## src/ledd_pkg.sv

```systemverilog
package ledd_pkg;

  localparam int BITS_PER_WORD = 24;
  localparam int LED_CNT_W     = 9;
  localparam int CFG_IDX_W     = 3;
  localparam int CFG_DATA_W    = 16;

  localparam logic [BITS_PER_WORD-1:0] TEST_PATTERN = 24'h555555;

  localparam logic [CFG_IDX_W-1:0] REG_BIT_PERIOD = 3'd0;
  localparam logic [CFG_IDX_W-1:0] REG_ZERO_HIGH  = 3'd1;
  localparam logic [CFG_IDX_W-1:0] REG_ONE_HIGH   = 3'd2;
  localparam logic [CFG_IDX_W-1:0] REG_BLANK      = 3'd3;
  localparam logic [CFG_IDX_W-1:0] REG_NUM_LEDS   = 3'd4;

  typedef struct packed {
    logic [9:0]           bit_period;
    logic [9:0]           zero_high;
    logic [9:0]           one_high;
    logic [15:0]          blank_ticks;
    logic [LED_CNT_W-1:0] num_leds;
  } ledd_cfg_t;

  localparam ledd_cfg_t CFG_RESET = '{
    bit_period:  10'd90,
    zero_high:   10'd30,
    one_high:    10'd60,
    blank_ticks: 16'd3960,
    num_leds:    9'd256
  };

  typedef struct packed {
    logic frame_start;
    logic blanking;
    logic pin_level;
  } ledd_res_t;

  // rgb in, grb send order out
  function automatic logic [BITS_PER_WORD-1:0] to_send_order(
    input logic [BITS_PER_WORD-1:0] rgb
  );
    return {rgb[15:8], rgb[23:16], rgb[7:0]};
  endfunction

endpackage

```

## src/ledd_timing.sv

```systemverilog
module ledd_timing import ledd_pkg::*; #(
  parameter int MAX_LEDS = 256,
  parameter int LW       = (MAX_LEDS > 1) ? $clog2(MAX_LEDS) : 1
) (
  input  logic                     clk,
  input  logic                     rst_n,
  input  logic                     tick,
  input  ledd_cfg_t                cfg,
  input  logic [BITS_PER_WORD-1:0] word,
  output ledd_res_t                res,
  output logic [LW-1:0]            led_pos_nxt
);

  localparam int EW = ((LW + 1) > LED_CNT_W) ? (LW + 1) : LED_CNT_W;

  logic [9:0]    phase_r, phase_nxt;
  logic [4:0]    bit_r, bit_nxt;
  logic [LW-1:0] led_r, led_nxt;
  logic [15:0]   blank_cnt_r, blank_cnt_nxt;
  logic          in_blank_r, in_blank_nxt;

  logic [EW-1:0] led_cnt_ext;
  logic [EW-1:0] eff_leds;
  logic [EW-1:0] led_inc;
  logic [10:0]   phase_inc;
  logic [4:0]    bit_inc;
  logic [16:0]   blank_inc;
  logic          bit_val;
  logic [9:0]    high_ticks;

  assign bit_val    = word[5'(BITS_PER_WORD - 1) - bit_r];
  assign high_ticks = bit_val ? cfg.one_high : cfg.zero_high;

  assign res.pin_level   = !in_blank_r && (phase_r < high_ticks);
  assign res.blanking    = in_blank_r;
  assign res.frame_start = !in_blank_r && (led_r == '0) && (bit_r == '0) && (phase_r == '0);

  assign led_cnt_ext = EW'(cfg.num_leds);
  assign eff_leds    = (led_cnt_ext == '0)          ? EW'(1) :
                       (led_cnt_ext > EW'(MAX_LEDS)) ? EW'(MAX_LEDS) : led_cnt_ext;
  assign led_inc     = EW'(led_r) + EW'(1);
  assign phase_inc   = {1'b0, phase_r} + 11'd1;
  assign bit_inc     = bit_r + 5'd1;
  assign blank_inc   = {1'b0, blank_cnt_r} + 17'd1;

  always_comb begin
    phase_nxt     = phase_r;
    bit_nxt       = bit_r;
    led_nxt       = led_r;
    blank_cnt_nxt = blank_cnt_r;
    in_blank_nxt  = in_blank_r;
    if (tick) begin
      if (in_blank_r) begin
        if (blank_inc >= {1'b0, cfg.blank_ticks}) begin
          in_blank_nxt  = 1'b0;
          blank_cnt_nxt = '0;
        end else begin
          blank_cnt_nxt = blank_inc[15:0];
        end
      end else if (phase_inc < {1'b0, cfg.bit_period}) begin
        phase_nxt = phase_inc[9:0];
      end else begin
        phase_nxt = '0;
        if (bit_inc < 5'(BITS_PER_WORD)) begin
          bit_nxt = bit_inc;
        end else begin
          bit_nxt = '0;
          if (led_inc < eff_leds) begin
            led_nxt = led_inc[LW-1:0];
          end else begin
            // end of frame, latch period unless it is zero long
            led_nxt       = '0;
            blank_cnt_nxt = '0;
            in_blank_nxt  = (cfg.blank_ticks != '0);
          end
        end
      end
    end
  end

  always_ff @(posedge clk) begin
    if (!rst_n) begin
      phase_r     <= '0;
      bit_r       <= '0;
      led_r       <= '0;
      blank_cnt_r <= '0;
      in_blank_r  <= 1'b0;
    end else begin
      phase_r     <= phase_nxt;
      bit_r       <= bit_nxt;
      led_r       <= led_nxt;
      blank_cnt_r <= blank_cnt_nxt;
      in_blank_r  <= in_blank_nxt;
    end
  end

  // store read is addressed with the next position, so its word lines up with the position register
  assign led_pos_nxt = led_nxt;

endmodule

```

## config.mk

```make
export PLATFORM = sky130hd
export DESIGN_NAME = ledd_timing
export DESIGN_NICKNAME = d
export VERILOG_FILES = /design/src/ledd_pkg.sv /design/src/ledd_timing.sv
export SDC_FILE = /design/constraint.sdc
export NUM_CORES = 1
export LEC_CHECK = 0
export ABC_CLOCK_PERIOD_IN_PS = 3200
export BUFFER_PORTS_ARGS = -buffer_cell sky130_fd_sc_hd__buf_2
export CAP_MARGIN = 40
export CORE_AREA = 2 2 123 89
export CTS_CLUSTER_DIAMETER = 200
export DETAILED_ROUTE_END_ITERATION = 10
export DIE_AREA = 0 0 125 91
export PLACE_DENSITY_LB_ADDON = 0.25
export SLEW_MARGIN = 20
export SYNTH_ARGS = -nofsm -noshare
export SYNTH_HDL_FRONTEND = slang
export SYNTH_SLANG_ARGS = --single-unit
export TNS_END_PERCENT = 30
```

## constraint.sdc

```tcl
create_clock -name clk -period 3.2 [get_ports clk]
set_input_delay 0.64 -clock clk [delete_from_list [all_inputs] [get_ports clk]]
set_output_delay 0.64 -clock clk [all_outputs]
set_load 0.1 [all_outputs]
```

### Word level (Yosys, flattened, before mapping)

Cells that the tools add are included.

| word-level totals | value |
|---|---|
| ROM bits | 0 |
| input port bits | 82 |
| memories kept | 0 |
| word-level logic and storage cells | 57 |
| output and inout bits | 11 |
| register bits | 40 |
| RAM bits | 0 |
| bits in latches | 0 |

| cells by class | value |
|---|---|
| muxes and demuxes | 22 |
| $add $sub $neg | 5 |
| divide/modulo/power cells | 0 |
| shift-type cells | 0 |
| bitwise operators | 2 |
| equal/unequal tests | 3 |
| reduce and logical (&&, ||, !) cells | 13 |
| $mul | 0 |
| order comparisons | 7 |

Operators by type and width:

| operator | number |
|---|---|
| 16-bit 2-to-1 mux | 5 |
| 8-bit 2-to-1 mux | 5 |
| 10-bit 2-to-1 mux | 2 |
| 9-bit 2-to-1 mux | 2 |
| 16-bit by 1-bit adder with 17-bit output (second input constant) | 1 |
| 17-bit by 16-bit greater-or-equal comparator with 1-bit output | 1 |
| 16-bit nonzero test | 1 |
| 10-bit by 1-bit adder with 11-bit output (second input constant) | 1 |
| 11-bit by 10-bit < comparator with 1-bit output | 1 |
| 10-bit logical NOT | 1 |
| 10-bit < comparator | 1 |
| 8-bit by 1-bit adder with 9-bit output (second input constant) | 1 |
| 9-bit greater-than comparator (second input constant) | 1 |
| 9-bit logical NOT | 1 |
| 9-bit < comparator | 1 |
| 8-bit logical NOT | 1 |
| 5-bit by 6-bit < comparator with 1-bit output (second input constant) | 1 |
| 1-bit 2-to-1 mux | 6 |
| 2-bit inequality test (second input constant) | 3 |
| 5-bit by 1-bit adder with 5-bit output (second input constant) | 1 |
| 1-bit binary-select mux with 5-bit select | 1 |
| 5-bit logical NOT | 1 |
| 5-bit < comparator (second input constant) | 1 |
| 5-bit 2-to-1 mux | 1 |
| other kinds (7) | 11 |

### Depth between registers and ports, before layout

| depth | value |
|---|---|
| word-level depth | 9 |
| gate-level depth with buffers | 17 |
| depth with buffers taken out | 15 |

### Least setup slack after synthesis

Ideal clock, no wire load.

| timing path | value |
|---|---|
| kind | in2out |
| start point | input word[16] |
| end point | output res[0] (netlist name) |
| stages | 12 |
| path slack | -1.691 ns |
| required time | 2.560 ns |
| data arrival time | 4.251 ns |
| path buffers | 1 |
| cells stage by stage | mux4_2 mux2i_1 nor3_1 nor3_2 buf_6 mux2i_1 ha_1 a21oi_1 nor2_1 a211oi_1 o21ai_0 nor4b_2 |

RTL lines:

| item | RTL line | RTL |
|---|---|---|
| start: declaration | ledd_timing.sv:9 | `input logic [BITS_PER_WORD-1:0] word,` |
| end: declaration | ledd_timing.sv:10 | `output ledd_res_t res,` |

==> results.md <==
* Status: finished, violations left
* Failing checks: setup timing
* Met1 Wirelength at 6320 µm
* Port Buf Inserts at around 90
* Synth Register Bits at 40
* Adder-cell share of the synthesized area at 15.4%
* Startpoint types: input pin
* XOR/XNOR share of the synthesized area at 5.95%
* WHS Path Cells at 2
* Clock-pin slew of the registers on the worst-case setup and hold paths at 0.06 ns
* Root Buffer: clkbuf_16
* Core Rows at 31
* DRT Pass-1 Iters at 5
* Metal3 WL at between 800 and 900 µm
* Setup tns final at -6.12 ns
* Tcrit/Tclk final at 121%
* Max Cap Viol at 0
* Fin Hold WS at 0.515 ns
* H-tree Lvls at 2
* Vias in the first global route at 4457
* Sequential cell area fraction in the yosys report at 20.1%
* Reg2reg start: blank_cnt_r[1]
* Critical path type: in2out
* CTS tree: built
* HP Start: blank_cnt_r[14]
* Initial Utilization at 39.1%
* Layout cell share with drive strength beyond 1 at 45.4%
* Pwr/cell area at 214 nW/µm²
* Main combinational cell family by area after synthesis: simple AND/OR/NAND/NOR gates
* Die Y at 91 µm
* Fin. Hold Viols at 0
* Top layer in use: met4
* Synth cell types at 65
* Setup Viol. Count Final at 16
* Final Wtd Congestion at 0.872
* Clock skew at about 0.0085 ns
* Lkg Pwr at a little under 3 nW
* WL met2 at 5830 µm
* Post-synthesis cell area at approximately 4000 µm²
* CP Launch Point: word[0]
* Total CTS buffers at 5
* Total Nets Final at 842
* Gr usage total at around 22%
* Largest net degree at the start of global routing at 15
* R2R depth at 14
* Clk sinks at 40
* Worst flop-to-flop path endpoint: blank_cnt_r[9]
* Worst-path fanout max at 6
* Starting DRT DRC Count at about 290
* Complex-gate fraction of the synthesized area at 18.7%
* Synth Instances at between 500 and 600
* CTS Buffer Depth at 2
* Ys Warns at 0
* Async S/R FF share, synth at 0%
* Fillers at 893
* P&R area growth vs syn at 58.0%
* Synthesized area per cell at 7.82 µm²
* Mux cell area share after synthesis at 7.21%
* Antenna Diode Count at 0
* Antenna violations before repair at 0
* Post-route antenna net violation count at 0
* Worst hold path class: reg2reg
* Total I/O pin count at 93
* Slew @ Worst Pin at between 0.4 and 0.5 ns
* Endpoint, Worst Hold: blank_cnt_r[14]
* DR WL/cell at 15.5 µm
* DRC Markers at 0
* Core Area at 10200 µm²
* CP Capture Type: output pin
* Worst ir drop on vdd at ~0.18 mV
* Vias/cell at ~5.4
* Detailed Place HPWL at 10200 µm
* Most common flop cell mapped by yosys: dfxtp_1
* DIE WIDTH at approximately 130 µm
* Unrepaired setup endpoints after global routing: true
* FMAX at ~260 MHz
* Vias at 4582
* Die area at 11400 µm²
* Slew headroom at 68.0%
* Grt total ovfl at 0
* Later-pin clock latency in the skew report at between 0.2 and 0.3 ns
* Slew Limit Fails at 0
* R2R setup slack at -0.17 ns
* Power, Total at 1.35 mW
* Data required, critical path at 2.56 ns
* EDFF count, synth at 0
* Mapped Nets at 639
* First-pass GRT wire length at 21100 µm
* Worst setup margin at -0.686 ns
* Fin crit period at 3.89 ns
* Routed Wire Length at 13100 µm
* # hold bufs at CTS at 0
* WP data arrival at approximately 3.3 ns
* Simple-Gate Fraction of Synth Area at 25.5%
-- layout make-up --
class | instances | area (µm²) | share of cell area (%)
timing repair buffer | 215 | 1580 | 25.2
tap | 132 | 165 | 2.63
clock inverter | 2 | 12.5 | 0.199
sequential | 40 | 832 | 13.2
inverter | 39 | 146 | 2.33
multi-input combinational | 410 | 3390 | 54.0
clock buffer | 6 | 150 | 2.39
-- cells in the mapped netlist, drive strengths merged (3+ instances only) --
| library cell | number | area share [%] |
|---|---|---|
| and2 | 7 | 1.1 |
| or2 | 3 | 0.47 |
| nand3 | 29 | 3.7 |
| o2111ai | 3 | 0.66 |
| o22ai | 3 | 0.47 |
| nor2 | 32 | 3.1 |
| nor3b | 4 | 0.88 |
| xnor2 | 14 | 3.1 |
| nand2 | 56 | 5.3 |
| ha | 49 | 15 |
| o31ai | 5 | 0.94 |
| nor4 | 8 | 1.3 |
| or3 | 5 | 0.79 |
| a31oi | 3 | 0.47 |
| nand4 | 11 | 1.9 |
| xor2 | 13 | 2.9 |
| and3 | 11 | 1.8 |
| o21ai | 33 | 4.2 |
| a21o | 3 | 0.57 |
| a211oi | 5 | 0.94 |
| dfxtp | 40 | 20 |
| nor3 | 15 | 2.0 |
| mux2i | 14 | 3.5 |
| inv | 38 | 3.6 |
| a21oi | 31 | 3.9 |
| nor2b | 6 | 0.94 |
| buf | 8 | 1.6 |
| mux4 | 6 | 3.4 |
| nand2b | 6 | 0.94 |
| a22o | 5 | 1.1 |
| clkbuf | 11 | 1.8 |
| o211ai | 3 | 0.57 |
| nand3b | 3 | 0.57 |
| o41ai | 3 | 0.85 |
-- logic make-up after synthesis --
group | after synthesis
AO/OA/AOI/OAI | 114
flip-flops | 40
XOR/XNOR | 27
buffers and inverters | 58
multiplexers | 21
AND/OR/NAND/NOR | 199
adder cells (fa/ha/maj) | 49
-- worst max-delay path, cell delays in order --
cell and delay (ns):
buf_2 0.09, mux4_2 0.45, mux2i_1 0.17, nor2_1 0.08, nor3_2 0.19, buf_6 0.17, buf_6 0.12, mux2i_1 0.08
ha_1 0.29, nand4_1 0.18, nor4_2 0.31, o31ai_1 0.13, nor4b_4 0.16, buf_12 0.18
-- power breakdown --
part	leakage, nW	internal (mW)	total (mW)	switching (mW)
registers	0.330	0.498	0.503	0.00529
logic	2.55	0.141	0.295	0.155
clock network	0.0780	0.335	0.547	0.212
total	2.96	0.973	1.35	0.372
-- flip-flops by register name, indices dropped and copies added, names as in the netlist --
signal / count
blank_cnt_r: 16
bit_r: 5
phase_r: 10
in_blank_r: 1
led_r: 8
-- per-stage QoR --
stage / worst slack, ns / utilization, % / std cells / cell area (µm²)
5_1_grt: -0.877 / 61.8 / 844 / 6280
2_1_floorplan: -1.09 / - / 508 / 4160
6_report: -0.686 / 61.8 / 844 / 6280
4_1_cts: -0.751 / 59.0 / 839 / 5990
3_5_place_dp: -0.766 / 55.0 / 820 / 5590
3_3_place_gp: -0.755 / 55.0 / 820 / 5590
-- cells in the final DEF (no fill, tap or decap), types with 18 or more instances in the layout --
master,synthesis,final
buf_2,3,83
a21oi_1,31,26
nand3_1,29,22
inv_1,38,38
buf_4,2,114
ha_1,49,45
nand2_1,56,49
o21ai_0,22,18
dfxtp_1,40,29
nor2_1,31,24
-- worst max-delay path by stage --
stage	slack [ns]	endpoint
floorplan	-1.09	res[0]
global placement	-0.75	res[0]
detailed placement	-0.77	res[0]
CTS	-0.75	res[0]
global route	-0.88	res[0]
finish	-0.69	res[0]
-- per-layer routing --
metal	track usage, %	up-vias
met2	34.6	174
met5	0	-
met3	2.59	12
met4	4.63	0
li1	-	2263
met1	33.3	2133
-- timing repair --
action / CTS / global route
gates resized for setup: 39 / 51
endpoints found under the setup margin: 25 / 35
pin swaps: 21 / 26
buffers inserted: 11 / 5
(Power assumes the default switching activity.)
